===== src/hw/rtl/rmid_pkg.sv =====
// Shared types and constants for the running median unit.
package rmid_pkg;

   localparam int REQ_VALUE_WIDTH  = 32;
   localparam int MEDIAN_WIDTH     = 33;
   localparam int COUNT_OUT_WIDTH  = 11;

   localparam logic MODE_ADD    = 1'b0;
   localparam logic MODE_REMOVE = 1'b1;

   typedef struct packed {
      logic insert_en;
      logic delete_en;
   } cell_ctl_type;

endpackage


===== src/hw/rtl/rmid_cell.sv =====
// One cell of the sorted chain: holds one value, shifts right on insert, left on delete.
module rmid_cell #(
   parameter int VALUE_WIDTH = 32
) (
   input  logic                          clock,
   input  rmid_pkg::cell_ctl_type        ctl,
   input  logic                          in_range,
   input  logic signed [VALUE_WIDTH-1:0] x,
   input  logic signed [VALUE_WIDTH-1:0] left_value,
   input  logic                          left_le,
   input  logic signed [VALUE_WIDTH-1:0] right_value,
   output logic signed [VALUE_WIDTH-1:0] value,
   output logic                          le,
   output logic                          eq
);

   logic signed [VALUE_WIDTH-1:0] value_ff;
   logic signed [VALUE_WIDTH-1:0] value_in;

   assign value = value_ff;
   assign le    = in_range && (value_ff <= x);
   assign eq    = in_range && (value_ff == x);

   always_comb begin
      value_in = value_ff;
      if (ctl.insert_en) begin
         if (le) begin
            value_in = value_ff;
         end else if (left_le) begin
            value_in = x;
         end else begin
            value_in = left_value;
         end
      end else if (ctl.delete_en) begin
         if (in_range && (!le || eq)) begin
            value_in = right_value;
         end
      end
   end

   always_ff @(posedge clock) begin
      value_ff <= value_in;
   end

endmodule


===== config.mk =====
export PLATFORM = sky130hd
export DESIGN_NAME = rmid_cell
export DESIGN_NICKNAME = d
export VERILOG_FILES = /design/src/hw/rtl/rmid_pkg.sv /design/src/hw/rtl/rmid_cell.sv
export SDC_FILE = /design/constraint.sdc
export NUM_CORES = 1
export LEC_CHECK = 0
export BUFFER_PORTS_ARGS = -buffer_cell sky130_fd_sc_hd__buf_2
export CAP_MARGIN = 20
export CELL_PAD_IN_SITES_DETAIL_PLACEMENT = 0
export CELL_PAD_IN_SITES_GLOBAL_PLACEMENT = 1
export CORE_MARGIN = 3
export CORE_UTILIZATION = 32
export DETAILED_ROUTE_END_ITERATION = 7
export PLACE_DENSITY = 0.8
export RECOVER_POWER = 100
export SETUP_SLACK_MARGIN = 0.2
export SYNTH_ARGS = -nofsm -noshare
export SYNTH_HDL_FRONTEND = slang
export SYNTH_SLANG_ARGS = --single-unit
export TNS_END_PERCENT = 20

===== constraint.sdc =====
create_clock -name clock -period 5 [get_ports clock]
set_input_delay 1 -clock clock [delete_from_list [all_inputs] [get_ports clock]]
set_output_delay 1 -clock clock [all_outputs]
set_load 0.05 [all_outputs]

# ---- After elaboration in Yosys (flattened, before gate mapping)
# Index checks and enable logic that the tools add are counted.
dict set report classes {
  n_lt_le_gt_ge 1
  n_eq_ne 2
  mux 5
  n_reduce_logical 8
}
# cell n
set ops {}
lappend ops {{32-bit two-way mux} 5}
lappend ops {{32-bit equality test} 1}
lappend ops {{32-bit <= comparator} 1}
lappend ops {{2-bit nonzero test} 2}
lappend ops {{1-bit logical AND} 3}
lappend ops {{3-bit AND reduction} 1}
lappend ops {{2-bit != test, second input constant} 1}
lappend ops {{1-bit zero test} 1}
lappend ops {{1-bit logical OR} 1}
dict set report word_totals {
  ff_bits 32
  in_bits 101
  out_inout_bits 34
  wordCells 17
}

# ---- Longest topological paths before layout
# Gate-level depths: netlist of the first run.
dict set report depth {
  ltp_word 8
  ltp_mapped 8
  ltp_nobuf 8
}

# ---- Worst setup path before layout of the first run
# No wires, ideal clock.
dict set report synth_path {
  kind {input -> register}
  startpoint {in x[1]}
  endpoint {reg value_ff[0] (netlist: value[0]), enable pin}
  setup_ns 0.440
  t_arrival_ns 4.064
  t_required_ns 4.560
  slack_ns 0.496
  stages 8
  path_buffers 0
  cell_sequence {inv_1 -> ha_1 -> nor2b_4 -> o211ai_2 -> a21oi_1 -> o311a_1 -> or3_1 -> a41oi_1}
}
dict set report synth_between {
  elab_chain_cells 7
  elab_cells_between_ends 10
  classes_between {order compare: 1; eq/ne: 2; reduce/logical: 7}
}
# element line_no
set synth_rtl {}
lappend synth_rtl {{start: declaration} rmid_cell.sv:8} ;# input logic signed [VALUE_WIDTH-1:0] x,
lappend synth_rtl {{32-bit <= comparator} rmid_cell.sv:21} ;# assign le = in_range && (value_ff <= x);
lappend synth_rtl {{1-bit logical AND} rmid_cell.sv:21}
lappend synth_rtl {{1-bit zero test} rmid_cell.sv:35} ;# if (in_range && (!le || eq)) begin
lappend synth_rtl {{1-bit logical OR} rmid_cell.sv:35}
lappend synth_rtl {{1-bit logical AND} rmid_cell.sv:35}
lappend synth_rtl {{2-bit nonzero test (no source line)} --}
lappend synth_rtl {{3-bit AND reduction (no source line) *} --}
lappend synth_rtl {{end signal: assignment} rmid_cell.sv:42} ;# value_ff <= value_in;
lappend synth_rtl {{end: declaration} rmid_cell.sv:17} ;# logic signed [VALUE_WIDTH-1:0] value_ff;
# Every way passes the cells marked *; elsewhere a longest branch is shown, timed or not.
# A chain may end at the register's enable or synchronous reset.

# ---- Worst setup path in the final report of the first run
dict set report layout_path {
  startpoint {in x[31]}
  endpoint {out le}
}
dict set report layout_between {
  elab_chain_cells 2
}
# element line_no
set layout_rtl {}
lappend layout_rtl {{32-bit <= comparator} rmid_cell.sv:21}
lappend layout_rtl {{1-bit logical AND} rmid_cell.sv:21}
lappend layout_rtl {{end: declaration} rmid_cell.sv:13} ;# output logic le,
# No other way between the ends.

==> flow_summary.yaml, run 1 <==
outcome:
  status: "finished, violations left"
  violations: "capacitance limit, slew limit"
sta:
  layout_setup_ws_ps: 863
  finalSetupViolCount: 0
  maxSlewViolCount: 33
  max_freq_mhz: 242
  min_period_over_period_pct: 82.7
  skew_ps: 6.54
  finalHoldViolCount: 0
  tns_ps: 0
  period_minus_slack_ps: 4140
  worst_slew_pin_slew_ps: 2320
  relSlewSlack_pct: -54.5
  rsz0062_at_grt: "no"
worst_hold_path:
  min_path_type: "primary input to flip-flop"
  hold_depth: 3
  hold_start: "right_value[5]"
  worstHoldEndpoint: "value[5]"
floorplan:
  initial_core_util_pct: 33.8
  die_x_um: 94.5
  std_cell_rows: 31
  dieArea_um2: 8930
  core_area_um2: 7410
  io_pins: 135
  die_h_um: 94.5
placed_design:
  placed_area_um2: 3290
  port_buffers: 134
  dp_slack_ps: 1060
  dp.cells: 493
  finalWeightedCongestion: 0.709
  dp_hpwl_mm: 5.13
drt:
  via_per_inst: 4.67
  wl_met2_mm: 2.98
  dr.pass1.iters: 4
  vias: 2340
  drc: 0
  highest_layer: "met4"
  initialDrtViolationCount: 42
  post_drt_wl_per_cell_um: 12.8
  routed_wl_mm: 6.41
  m1WireLength_mm: 2.84
  ant_nets: 0
  wl_met3_um: 535
synth:
  ys_ff_latch: 32
  yosysTopAreaCellShare_pct: 38.3
  postSynthAreaPerCell_um2: 9.32
  synth_cell_type_count: 28
  synth_warnings: 0
  netlist_area_um2: 2510
  synth_edf_count: 32
  synth_nets: 402
  synth.largest_area_cell: "edfxtp_1"
  seq_area_frac_synth_pct: 38.3
  ys.flop_type: "edfxtp_1"
  async_reset_ff_share_pct: 0
  synth.area.top_cells: "edfxtp_1 38%, ha_1 16%, mux2i_1 13%"
  synthCells: 269
finish:
  layout-drive-gt1-share_pct: 27.4
  layout_common_cells: "98 x buf_2, 45 x a21oi_1, 39 x nor2_1, 38 x clkbuf_1, 35 x inv_1"
  final-seq-area_um2: 961
  syn2layout_area_growth_pct: 32.6
  n_fill_cell: 784
  finalInstanceArea_um2: 3320
  final_cells: 501
  nets: 534
  diodes: 0
  multi_input_area_um2: 1390
  final_common_cell: "buf_2"
  largest_reg_flops: 32
pwr:
  power_frac_comb_pct: 38.3
  p_leak_nw: 1.63
  vdd_drop_max_v: 0.000125
  clkPwrFrac_pct: 21.6
  internal-power_mw: 0.544
  swShare_pct: 38.6
  power_density_nw_per_um2: 267
  seqPwrFrac_pct: 40.1
  p_sw_mw: 0.342
cts:
  cts_buffers: 5
  cts_tree: "done"
  cts.reportedPaths.clkPinSlew_ps: 70
  clkLatencyLatePin_ps: 280
  cts.sinks: 32
  cts_setup_buffers: 0
  clk_path_buf_depth: 2
  root_buffer: "clkbuf_8"
  htreeDepth: 2
  post_cts_resized: 0
  hold_buffers: 0
global_routing:
  overflow: 0
  antenna_found_initial: 0
  grt_max_degree: 66
  grt_pass1_wl_mm: 9.94
  track_usage_pct: 14.1
  first_global_vias: 2240
setup_path:
  start_kind: "primary input"
  rrSetupSlack_ps: 1860
  cp.arrival_ps: 3140
  path_max_fanout: 5
  worst_ep_required_time_ps: 4000
  r2r_end: "value[24]"
  crit_path_end_kind: "output port"
  r2r_start: "value[31]"
  ff2ff_path_depth: 8
  crit_type: "primary input to output port"
flow_run:
  cap_violations: 1
-- power groups by stage --
stage,clock network [mW],logic [mW],registers [mW]
2_1_floorplan,0,0.135,0.465
3_3_place_gp,0,0.346,0.358
3_5_place_dp,0,0.350,0.360
4_1_cts,0.202,0.352,0.354
5_1_grt,0.213,0.376,0.360
6_report,0.192,0.339,0.355
-- kinds of logic after synthesis --
logic type                 Yosys count  share of synthesized area, %
and+or+nand+nor                     65                          11.7
AOI/OAI and AO/OA                   61                          13.7
buffers and inverters               46                          7.04
adders and majority gates           32                          16.0
DFF                                 32                          38.3
muxes                               33                          13.2
-- critical path: stages --
cell      delay [ps]
clkbuf_1         100
inv_1             50
ha_1             350
nand4_1          200
nor3_1           280
o311a_1          250
or3_1            170
and4_2           220
clkbuf_1         500
-- metal layers --
metal  vias up  GRT usage [%]
met5         -              0
li1       1240              -
met1      1018           17.6
met2        78           23.5
met4         0           3.61
met3         4           4.70
-- cells in the mapped netlist (2+ instances only) --
| cell | n |
|---|---|
| edfxtp_1 | 32 |
| a21o_1 | 2 |
| buf_2 | 3 |
| inv_1 | 35 |
| o21ai_0 | 5 |
| nor3_1 | 4 |
| nand2_1 | 8 |
| nor2_1 | 39 |
| a21oi_1 | 45 |
| nand4_1 | 8 |
| ha_1 | 32 |
| a41oi_1 | 2 |
| mux2i_1 | 32 |
| clkbuf_1 | 7 |
| nand3_1 | 2 |
-- per-stage QoR --
stage | power [mW] | hold slack (ps) | util, %
after global placement | 0.705 | 1320 | 44.4
after global routing | 0.949 | 1030 | 44.8
after detailed placement | 0.710 | 1330 | 44.4
after floorplan | 0.600 | 1230 | -
after CTS | 0.908 | 1030 | 45.5
final | 0.886 | 1040 | 44.8
-- cell type report --
cell class | count | share of cell area [%]
clock inverters | 1 | 0.113
multi-input cells | 191 | 41.8
clock buffers | 7 | 2.30
flip-flops and latches | 32 | 28.9
repair buffers | 136 | 19.2
inverters | 35 | 3.95
well taps | 99 | 3.73
-- worst max path at each step --
stage | start | end | slack [ps] | cells past startpoint
floorplan | x[1] | value[0] | 500 | 8
global placement | x[31] | le | 1060 | 10
detailed placement | x[31] | le | 1060 | 10
CTS | x[31] | le | 1060 | 10
global route | x[31] | le | 580 | 9
finish | x[31] | le | 860 | 9
Power figures use the tool's default switching activity.
==> run 2, diff against run 1 <==
==> constraint.sdc (replaced) <==
create_clock -name clock -period 4.21 [get_ports clock]
set_input_delay 0.842 -clock clock [delete_from_list [all_inputs] [get_ports clock]]
set_output_delay 0.842 -clock clock [all_outputs]
set_load 0.05 [all_outputs]
==> flow_summary.yaml, run 2 (synthesis gave the netlist of run 1 again) <==
drt:
  initialDrtViolationCount: 49
  ant_nets: 0
  dr.pass1.iters: 4
  routed_wl_mm: 6.55
  via_per_inst: 4.66
  post_drt_wl_per_cell_um: 13.1
  vias: 2334
  drc: 0
finish:
  largest_reg_flops: 32
  fin_util_pct: 44.8
  n_fill_cell: 757
  diodes: 0
  nets: 534
  final_common_cell: "buf_2"
  layout-drive-gt1-share_pct: 27.4
  finalInstanceArea_um2: 3320
  syn2layout_area_growth_pct: 32.6
  layout_common_cells: "98 x buf_2, 45 x a21oi_1, 39 x nor2_1, 38 x clkbuf_1, 35 x inv_1"
cts:
  cts_buffers: 5
  htreeDepth: 2
  cts_tree: "done"
  clk_path_buf_depth: 2
  cts.sinks: 32
  hold_buffers: 0
  cts_setup_buffers: 0
  root_buffer: "clkbuf_8"
  post_cts_resized: 0
  clkLatencyLatePin_ps: 280
  cts.reportedPaths.clkPinSlew_ps: 70
floorplan:
  io_pins: 135
  core_area_um2: 7410
  initial_core_util_pct: 33.8
  die_h_um: 94.5
  dieArea_um2: 8930
  die_x_um: 94.5
  std_cell_rows: 31
outcome:
  violations: "capacitance limit, slew limit"
  status: "finished, violations left"
global_routing:
  first_global_vias: 2414
  overflow: 0
  grt_pass1_wl_mm: 10.9
  track_usage_pct: 15.3
  grt_max_degree: 65
  antenna_found_initial: 0
pwr:
  power_density_nw_per_um2: 318
  power_mw: 1.06
  vdd_drop_max_v: 0.000123
  p_leak_nw: 1.63
placed_design:
  dp_hpwl_mm: 5.28
  port_buffers: 134
  finalWeightedCongestion: 0.727
  placed_area_um2: 3300
setup_path:
  start_kind: "primary input"
  path_max_fanout: 2
  cp.arrival_ps: 2940
  worst_ep_required_time_ps: 3370
  max_stage_delay_ps: 490
  cpMostUsedCell: "a21oi_1"
  crit_type: "primary input to output port"
  crit_path_end_kind: "output port"
  critPathSlowestCell: "clkbuf_1"
  worstPathCellList: "buf_2 > inv_1 > ha_1 > a21oi_1 > o21ai_0 > a2111oi_0 > a21oi_1 > nand2_1 > and4_2 > clkbuf_1"
sta:
  max_freq_mhz: 264
  worst_slew_pin_slew_ps: 2330
  min_period_over_period_pct: 89.9
  tns_ps: 0
  maxSlewViolCount: 33
  skew_ps: 7.63
  finalSetupViolCount: 0
  finalHoldViolCount: 0
  relSlewSlack_pct: -55.4
  period_minus_slack_ps: 3780
  rsz0062_at_grt: "no"
worst_hold_path:
  min_path_type: "primary input to flip-flop"
flow_run:
  cap_violations: 1
run 2: layer usage:
layer  global-route usage (%)  routed length, um
met1                     18.2               2810
met2                     26.9               3180
met3                     4.62                510
met4                     3.73                 47
met5                        0                  0
run 2: through the flow:
step | std cells | worst slack (ps) | hold WS [ps]
2_1_floorplan | 269 | 647 | 1070
3_3_place_gp | 493 | 610 | 1160
3_5_place_dp | 493 | 595 | 1170
4_1_cts | 501 | 589 | 872
5_1_grt | 501 | 318 | 888
6_report | 501 | 426 | 876
run 2: worst paths after layout:
| check | start | end | slack [ps] | cells after the start |
|---|---|---|---|---|
| worst min-delay path | right_value[11] | value[11] | 880 | 3 |
| worst min register to register | value[31] | value[10] | 1210 | 3 |
| worst max-delay path | x[17] | le | 430 | 10 |
| worst max register to register | value[31] | value[0] | 920 | 8 |
run 2: critical path: cells and delay by family:
kind                       cells  cell delay (ps)
AOI/OAI and AO/OA              4              900
adders and majority gates      1              290
buffers and inverters          3              620
and+or+nand+nor                2              290
run 2: power breakdown:
| group | total [mW] | internal, mW | switching [mW] |
|---|---|---|---|
| Sequential | 0.422 | 0.402 | 0.0198 |
| Combinational | 0.404 | 0.129 | 0.275 |
| Clock | 0.229 | 0.115 | 0.114 |
run 2: final cells by class:
cell class | count | area (um^2) | area share (%)
Tap cell | 99 | 124 | 3.73
Inverter | 35 | 131 | 3.95
Multi-Input combinational cell | 191 | 1390 | 41.8
Sequential cell | 32 | 961 | 28.9
Clock buffer | 7 | 76.3 | 2.30
Clock inverter | 1 | 3.75 | 0.113
Timing Repair Buffer | 136 | 638 | 19.2
